## src/hw/rtl/mqf_msg_mem.sv

```systemverilog
// shared message store: one write port, one read port, registered read data
`timescale 1ns / 1ps
module mqf_msg_mem #(
  parameter int AW = 6,
  parameter int DW = 72
) (
  input  logic          clk_i,
  input  logic          we_i,
  input  logic [AW-1:0] waddr_i,
  input  logic [DW-1:0] wdata_i,
  input  logic          re_i,
  input  logic [AW-1:0] raddr_i,
  output logic [DW-1:0] rdata_o
);

  logic [DW-1:0] mem_q [2**AW];
  logic [DW-1:0] rdata_q;

  always_ff @(posedge clk_i) begin
    if (we_i) mem_q[waddr_i] <= wdata_i;
  end

  always_ff @(posedge clk_i) begin
    if (re_i) rdata_q <= mem_q[raddr_i];
  end

  assign rdata_o = rdata_q;

endmodule

```

## config.mk

```make
export PLATFORM = sky130hd
export DESIGN_NAME = mqf_msg_mem
export DESIGN_NICKNAME = d
export VERILOG_FILES = /design/src/hw/rtl/mqf_msg_mem.sv
export SDC_FILE = /design/constraint.sdc
export NUM_CORES = 2
export LEC_CHECK = 0
export BUFFER_PORTS_ARGS = -buffer_cell sky130_fd_sc_hd__buf_2
export CORE_UTILIZATION = 35
export DETAILED_ROUTE_END_ITERATION = 7
export GPL_ROUTABILITY_DRIVEN = 0
export SYNTH_ARGS = -nofsm -noshare
export SYNTH_HDL_FRONTEND = slang
export SYNTH_MEMORY_MAX_BITS = 65536
export SYNTH_SLANG_ARGS = --single-unit
```

## constraint.sdc

```tcl
create_clock -name clk_i -period 18.31 [get_ports clk_i]
set_input_delay 0.9155 -clock clk_i [delete_from_list [all_inputs] [get_ports clk_i]]
set_output_delay 0.9155 -clock clk_i [all_outputs]
set_load 0.03 [all_outputs]
```

==> metrics.yaml <==
first_pass_iters: 6
powerDensity_mw_per_mm2: 111
critical_path.startpoint_type: "primary input"
synth_fp_nets: 7392
period_needed_ns: 5.75
grt_max_degree: 138
first_iter_violations: 13300
grt_pass1_vias: 86800
hold_ws_ns: 0.413
nets: 7825
worst_pin_slew_ns: 1.32
hp-class: "in -> reg"
synth.top_cell.area_share_pct: 79.9
power.leakage_nw: 61.2
min_path_cells: 1
fmax_ghz: 0.174
path_buf_inv: 5
cts_tree: "built"
worst_path_most_repeated_cell: "buf_12"
yosysTopAreaCell: "edfxtp_1"
cts_sinks: 4680
grt_first_pass_wirelength_um: 738000
worstReg2RegEnd: "rdata_o[10]$_DFFE_PP_"
yosys_warnings: 0
overflow: 0
area_growth_syn_to_layout_pct: 13.9
rsz0062_at_grt: "false"
relSlewSlack_pct: 11.9
maxCapViolCount: 0
synth_ff_type: "edfxtp_1"
ys_seq_area_share_pct: 79.9
clock_latency_ns: 1.04
wire_per_inst_um: 36.7
wl_um: 545000
syn_area_per_cell_um2: 24.1
arrival_ns: 6.46
layout-drive-gt1-share_pct: 28.1
worst_setup_path_end_kind: "flip-flop"
ant_nets: 0
tns_ns: 0
critPathMaxFanout: 105
clk_pin_slew_ns: 0.06
cts_setup_buffers: 0
synth_edf_count: 4680
cts_buffers: 450
fp.dieW_um: 711
fin_worst_skew_ns: 0.0785
crit_type: "in -> reg"
async_reset_ff_share_pct: 0
crit_slowest_cell: "buf_4"
irDropWorstVdd_uv: 88.8
die_area_mm2: 0.506
grt_usage_pct: 21.1
ys_ff_latch: 4680
portBuffers: 158
regToRegSetupSlack_ns: 16.17
synth.distinct_cells: 26
start_util_pct: 35.1
cp.depth: 9
htree_levels: 5
via_per_inst: 5.92
syn_inst: 7305
worstPathRequired_ns: 19.02
dp_hpwl_um: 280000
fin_util_pct: 40.0
num_io_pins: 159
cts_resized: 0
core_mm2: 0.501
antenna_found_initial: 68
status: "finished clean"
root_buffer: "clkbuf_16"
reg2reg_depth: 4
hold_violations: 0
cp_cell_sequence: "buf_12 > buf_4 > buf_4 > buf_12 > buf_12 > mux4_2 > o22ai_1 > nor2_1 > o211a_1"
vias: 87800
ys_top_cells_by_area: "edfxtp_1 (80%), mux4_2 (15%), a22oi_1 (1.2%)"
postCtsHoldBufs: 0
num_rows: 260
rr_startpoint: "mem_q[25][10]$_DFFE_PP_"
setup_violations: 0
fin_crit_sh_pct: 31.4
worstHoldStart: "re_i"
slowest_delay_ns: 0.93
synth_area_mm2: 0.176
die_h_um: 711
drc: 0
cp-endpoint: "rdata_o[36]$_DFFE_PP_"
synth_common_cells: "edfxtp_1 (4680), mux4_2 (1152), a22oi_1 (288)"
critPathTopFamily: "buffers and inverters"
slew_viol_final: 0
synth.most_common_cell: "edfxtp_1"
cp-startpoint: "raddr_i[0]"
clock_tree.buffer_depth: 4
## layout make-up
type	instances	area, µm²
diodes	34	85.1
clock buffers	531	11600
clock inverters	301	3110
fillers	43600	301000
multi-input cells	2207	33900
flip-flops and latches	4680	141000
well taps	6681	8360
repair buffers	399	2770
## registers in the layout, summed over array words and instances, names as in the netlist
signal	cells
rdata_o	72
mem_q	4608
## cell usage in the layout, fill, tap and decap left out, types with 5 or more instances in the layout
cell type,count
nand2b_1,5
nor2b_4,5
clkinv_1,113
a22oi_1,288
edfxtp_1,4680
clkbuf_1,78
mux4_2,1152
clkinv_16,9
bufinv_16,53
nor2_1,56
nand3b_1,26
o22ai_1,144
o221ai_1,54
o211a_1,72
clkinvlp_4,20
buf_4,232
buf_12,11
a211oi_1,72
nand3_1,127
nor2_4,64
mux2i_1,108
clkinv_2,87
nand2_1,6
diode_2,34
clkbuf_16,453
buf_2,153
inv_6,6
## cells by family (layout without fill, tap and decap cells)
family	after synthesis	count (layout)	share of synthesized area [%]
flops	4680	4680	79.9
mux	1260	1260	15.4
compound gates	630	630	2.73
buf+inv	418	1231	1.15
simple gates	317	317	0.878
other cells	0	34	0
## worst min-delay path by stage
stage	endpoint
after global placement	rdata_o[34]$_DFFE_PP_
final	rdata_o[22]$_DFFE_PP_
after CTS	rdata_o[14]$_DFFE_PP_
after detailed placement	rdata_o[34]$_DFFE_PP_
after global routing	rdata_o[22]$_DFFE_PP_
after floorplan	rdata_o[4]$_DFFE_PP_
## layer usage
metal / wire length [µm] / vias to the layer above / global-route usage, %
met4: 19600 / 22 / 6.89
met3: 62300 / 1053 / 4.74
li1: - / 32800 / -
met1: 204000 / 48100 / 28.6
met5: 147 / - / 0
met2: 259000 / 5779 / 33.9
## power breakdown
group | total (mW) | switching, mW | internal (mW) | leakage (nW)
clock network | 9.36 | 4.07 | 5.29 | 7.16
registers | 11.9 | 0.0333 | 11.9 | 42.2
logic | 1.04 | 0.685 | 0.351 | 11.8
total | 22.3 | 4.79 | 17.5 | 61.2
## metrics by stage
| step | setup slack (ns) | total power, mW | cells | cell area [µm²] |
|---|---|---|---|---|
| after floorplan | 11.40 | 12.7 | 7305 | 176000 |
| after global placement | 11.43 | 13.2 | 14000 | 186000 |
| after detailed placement | 11.44 | 13.2 | 14000 | 186000 |
| after CTS | 12.51 | 22.4 | 14800 | 200000 |
| after global routing | 12.03 | 22.9 | 14800 | 200000 |
| final | 12.56 | 22.3 | 14800 | 200000 |
Power figures use the tool's default switching activity.
