**config.mk**
```make
export PLATFORM = sky130hd
export DESIGN_NAME = mqf_ptr_table
export DESIGN_NICKNAME = d
export VERILOG_FILES = /design/src/hw/rtl/mqf_pkg.sv /design/src/hw/rtl/mqf_ptr_table.sv
export SDC_FILE = /design/constraint.sdc
export NUM_CORES = 1
export LEC_CHECK = 0
export BUFFER_PORTS_ARGS = -buffer_cell sky130_fd_sc_hd__buf_2
export CAP_MARGIN = 20
export CELL_PAD_IN_SITES_DETAIL_PLACEMENT = 0
export CELL_PAD_IN_SITES_GLOBAL_PLACEMENT = 1
export CORE_AREA = 2 2 39 41
export DETAILED_ROUTE_END_ITERATION = 10
export DIE_AREA = 0 0 41 43
export PLACE_DENSITY_LB_ADDON = 0.1
export SYNTH_ARGS = -nofsm -noshare
export SYNTH_HDL_FRONTEND = slang
export SYNTH_SLANG_ARGS = --single-unit
```
**constraint.sdc**
```tcl
create_clock -name clk_i -period 0.9 [get_ports clk_i]
set_input_delay 0.135 -clock clk_i [delete_from_list [all_inputs] [get_ports clk_i]]
set_output_delay 0.135 -clock clk_i [all_outputs]
set_load 0.01 [all_outputs]
```
**src/hw/rtl/mqf_pkg.sv**
```systemverilog
// shared types and constants for the multi-queue message fifo
`timescale 1ns / 1ps
package mqf_pkg;

  localparam int FUNC_W = 2;
  localparam int SEL_W  = 2;
  localparam int ID_W   = 8;
  localparam int DATA_W = 64;
  localparam int OCC_W  = 4;

  typedef enum logic [FUNC_W-1:0] {
    FN_PUSH  = 2'd0,
    FN_POP   = 2'd1,
    FN_QUERY = 2'd2
  } func_e;

  typedef enum logic {
    S_IDLE,
    S_READ
  } state_e;

  // pointer advance requests for the selected queue
  typedef struct packed {
    logic adv_head;
    logic adv_tail;
  } ptr_upd_t;

endpackage

```
**src/hw/rtl/mqf_ptr_table.sv**
```systemverilog
// head and tail pointer table, one pair per queue, with wrap logic
`timescale 1ns / 1ps
module mqf_ptr_table import mqf_pkg::*; #(
  parameter int NUM_QUEUES  = 4,
  parameter int QUEUE_SLOTS = 16,
  parameter int QW = 1,
  parameter int PW = 1
) (
  input  logic          clk_i,
  input  logic          rst_ni,
  input  logic [QW-1:0] qidx_i,
  input  ptr_upd_t      upd_i,
  output logic [PW-1:0] head_o,
  output logic [PW-1:0] tail_o,
  output logic [PW-1:0] nxt_head_o,
  output logic [PW-1:0] nxt_tail_o
);

  localparam logic [PW-1:0] LastSlot = PW'(QUEUE_SLOTS - 1);

  logic [PW-1:0] head_q [NUM_QUEUES];
  logic [PW-1:0] tail_q [NUM_QUEUES];

  assign head_o     = head_q[qidx_i];
  assign tail_o     = tail_q[qidx_i];
  assign nxt_head_o = (head_o == LastSlot) ? '0 : head_o + PW'(1);
  assign nxt_tail_o = (tail_o == LastSlot) ? '0 : tail_o + PW'(1);

  always_ff @(posedge clk_i or negedge rst_ni) begin
    if (!rst_ni) begin
      for (int i = 0; i < NUM_QUEUES; i++) begin
        head_q[i] <= '0;
        tail_q[i] <= '0;
      end
    end else begin
      if (upd_i.adv_head) head_q[qidx_i] <= nxt_head_o;
      if (upd_i.adv_tail) tail_q[qidx_i] <= nxt_tail_o;
    end
  end

endmodule

```
==> out/metrics.cfg <==
[outcome]
status=finished, violations left
violations=negative setup slack

[yosys]
ys_async_sr_fraction_pct=100.0
synth-main-ff-cell=dfrtp_1
syn_nets=21
yosys-top-cells-area=dfrtp_1, xnor2_1, mux2i_1, nand2b_1, inv_1
syn_area_um2=182.7
synth_seq_area_share_pct=54.79
synth-edff-count=0
syn_inst=16
ys_ff_latch=4
post_synth.cell_area_avg_um2=11.42
synthTopCellsByCount=dfrtp_1, xnor2_1
synth_top_area_share_pct=54.79
yosys.cell_types.count=6
yosysTopAreaCell=dfrtp_1
ys_warn_count=0

[layout]
regArea_um2=100.1
fin_cells=49
fillCellCount=157
final_nets=40
synthToLayoutAreaGrowth_pct=76.71
antennaDiodeCount=0
multi_input_area_um2=78.83
drive_gt1_share_pct=51.52

[timing]
hold_slack_ns=0.1821
worst_slew_pin_slew_ns=0.1770
slew_headroom_pct=87.86
rsz0062_at_grt=true
finalHoldViolations=0
layout_setup_ws_ns=-0.2065
setup_viol=4
fmax_ghz=0.9037
skew_ns=0
slew_viol_final=0
post-route-period-util_pct=122.9
period_needed_ns=1.107

[floorplanning]
core_area_um2=1384
fp.dieH_um=43
rows=14
die_x_um=41
initial_core_util_pct=13.20
dieArea_um2=1763
io-pin-count=9

[grt]
grt_pass1_wl_um=717
antenna_found_initial=0
grt_start_max_net_pins=7
track_usage_pct=6.754
gr-total-overflow=0
grt_pass1_vias=176

[power]
p_comb_share_pct=49.4
p_int_uw=757.9
swShare_pct=30.33
pwr-share-seq_pct=30.5
p_clk_share_pct=20.2
power_density_nw_per_um2=3370
peakVddDrop_v=0.0008419
p_sw_uw=329.9
total_leakage_power_nw=0.1614

[clocking]
clk_latency_ns=0.23
root_buffer=clkbuf_4
cts_buffer_depth=2
clkSinkCount=4
numCtsBuffers=3
h-tree-depth=1
clk_pin_slew_worst_paths_ns=0.04
cts_tree=built

[worst_setup_path]
required_ns=0.76
worst-setup-path-type=reg2out
rr_worst_depth=3
r2r-start=head_q[2]
setup.worst_path.end_class=output port
r2r-end=head_q[2]
reg2reg_slack_ns=0.06
cp-start-kind=register
critPathMaxFanout=2
arrival_ns=0.97

[drt]
first_iter_violations=2
wl_um=404
first_pass_iters=4
viasPerCell=3.388
drc=0
vias=166
drtAntennaViolNets=0
wl_per_cell_um=8.245

[min_path]
min_delay_worst_endpoint=head_q[3]
min_from=upd_i[1]
hold_path_depth=3
hp-class=in2reg

[placement]
place_congestion=0.5423
dp_hpwl_um=315.8
io_buffers=8
dp_cells=42

[run]
cap_violations=0

==> timing repair <==
action	in CTS	in global routing
setup buffers	2	1
hold endpoints to repair	4	0
endpoints found under the setup margin	4	4
hold buffers	1	0
gates resized for setup	0	2
pin swaps	0	0
==> metrics by stage <==
step           cell area, µm²  setup TNS [ns]  worst slack, ns  utilization (%)  power (mW)
3_3_place_gp            257.7               0          0.02479            18.63      0.7231
6_report                322.8         -0.7573          -0.2065            23.33       1.088
3_5_place_dp            257.7               0          0.01142            18.63      0.7234
2_1_floorplan           182.7               0         0.002064                -      0.5229
4_1_cts                 305.3         -0.8957          -0.2348            22.06       1.028
5_1_grt                 322.8          -1.043          -0.2910            23.33       1.191
==> worst max-delay path by stage <==
| stage | start | to | slack (ns) | depth (start not counted) |
|---|---|---|---|---|
| after floorplan | head_q[2] | head_o | 0.002 | 2 |
| after global placement | tail_q[3] | tail_o | 0.02 | 3 |
| after detailed placement | head_q[3] | head_o | 0.01 | 3 |
| after CTS | tail_q[3] | tail_o | -0.23 | 3 |
| after global routing | head_q[2] | head_o | -0.29 | 3 |
| final | head_q[3] | head_o | -0.21 | 3 |
==> final cells by class <==
| class | count | area share (%) |
|---|---|---|
| Sequential cell | 4 | 31.01 |
| Inverter | 2 | 2.326 |
| Tap cell | 16 | 6.202 |
| Multi-Input combinational cell | 10 | 24.42 |
| Clock buffer | 3 | 6.977 |
| Timing Repair Buffer | 14 | 29.07 |
==> routing by layer <==
metal  global-route usage (%)  vias to the layer above  wire (µm)
li1                         -                       83          -
met1                    8.469                       74        186
met2                    7.187                        9        173
met3                    3.141                        0         44
met4                    8.000                        0          0
met5                        0                        -          0
==> placed cells by master, fill, tap and decap left out <==
| cell type | Yosys | final |
|---|---|---|
| buf_2 | 0 | 7 |
| buf_4 | 0 | 5 |
| xnor2_1 | 4 | 4 |
| dfrtp_1 | 4 | 4 |
| clkbuf_4 | 0 | 3 |
| inv_1 | 2 | 2 |
| nand2b_1 | 2 | 2 |
| nand2_1 | 2 | 2 |
| mux2i_2 | 0 | 1 |
| mux2i_1 | 2 | 1 |
| dlygate4sd3_1 | 0 | 1 |
| buf_6 | 0 | 1 |
==> sequential cells by signal (all words and copies together) (netlist names) <==
name	flops
head_q	2
tail_q	2
==> logic make-up after synthesis <==
group / after synthesis / synth area share [%]
DFF: 4 / 54.80
muxes: 2 / 10.96
buffers and inverters: 2 / 4.111
and+or+nand+nor: 4 / 10.96
xor gates and xnor gates: 4 / 19.18
==> power by group through the flow <==
stage | combinational [mW] | sequential [mW] | clock, mW
floorplan | 0.196 | 0.327 | 0
global placement | 0.392 | 0.331 | 0
detailed placement | 0.392 | 0.332 | 0
CTS | 0.468 | 0.325 | 0.235
global route | 0.599 | 0.348 | 0.243
finish | 0.537 | 0.331 | 0.219
==> worst max-delay path: stages, from the launching register on <==
cell	delay (ns)
dfrtp_1	0.38
mux2i_1	0.17
inv_1	0.05
buf_2	0.13
Power figures use the tool's default switching activity.
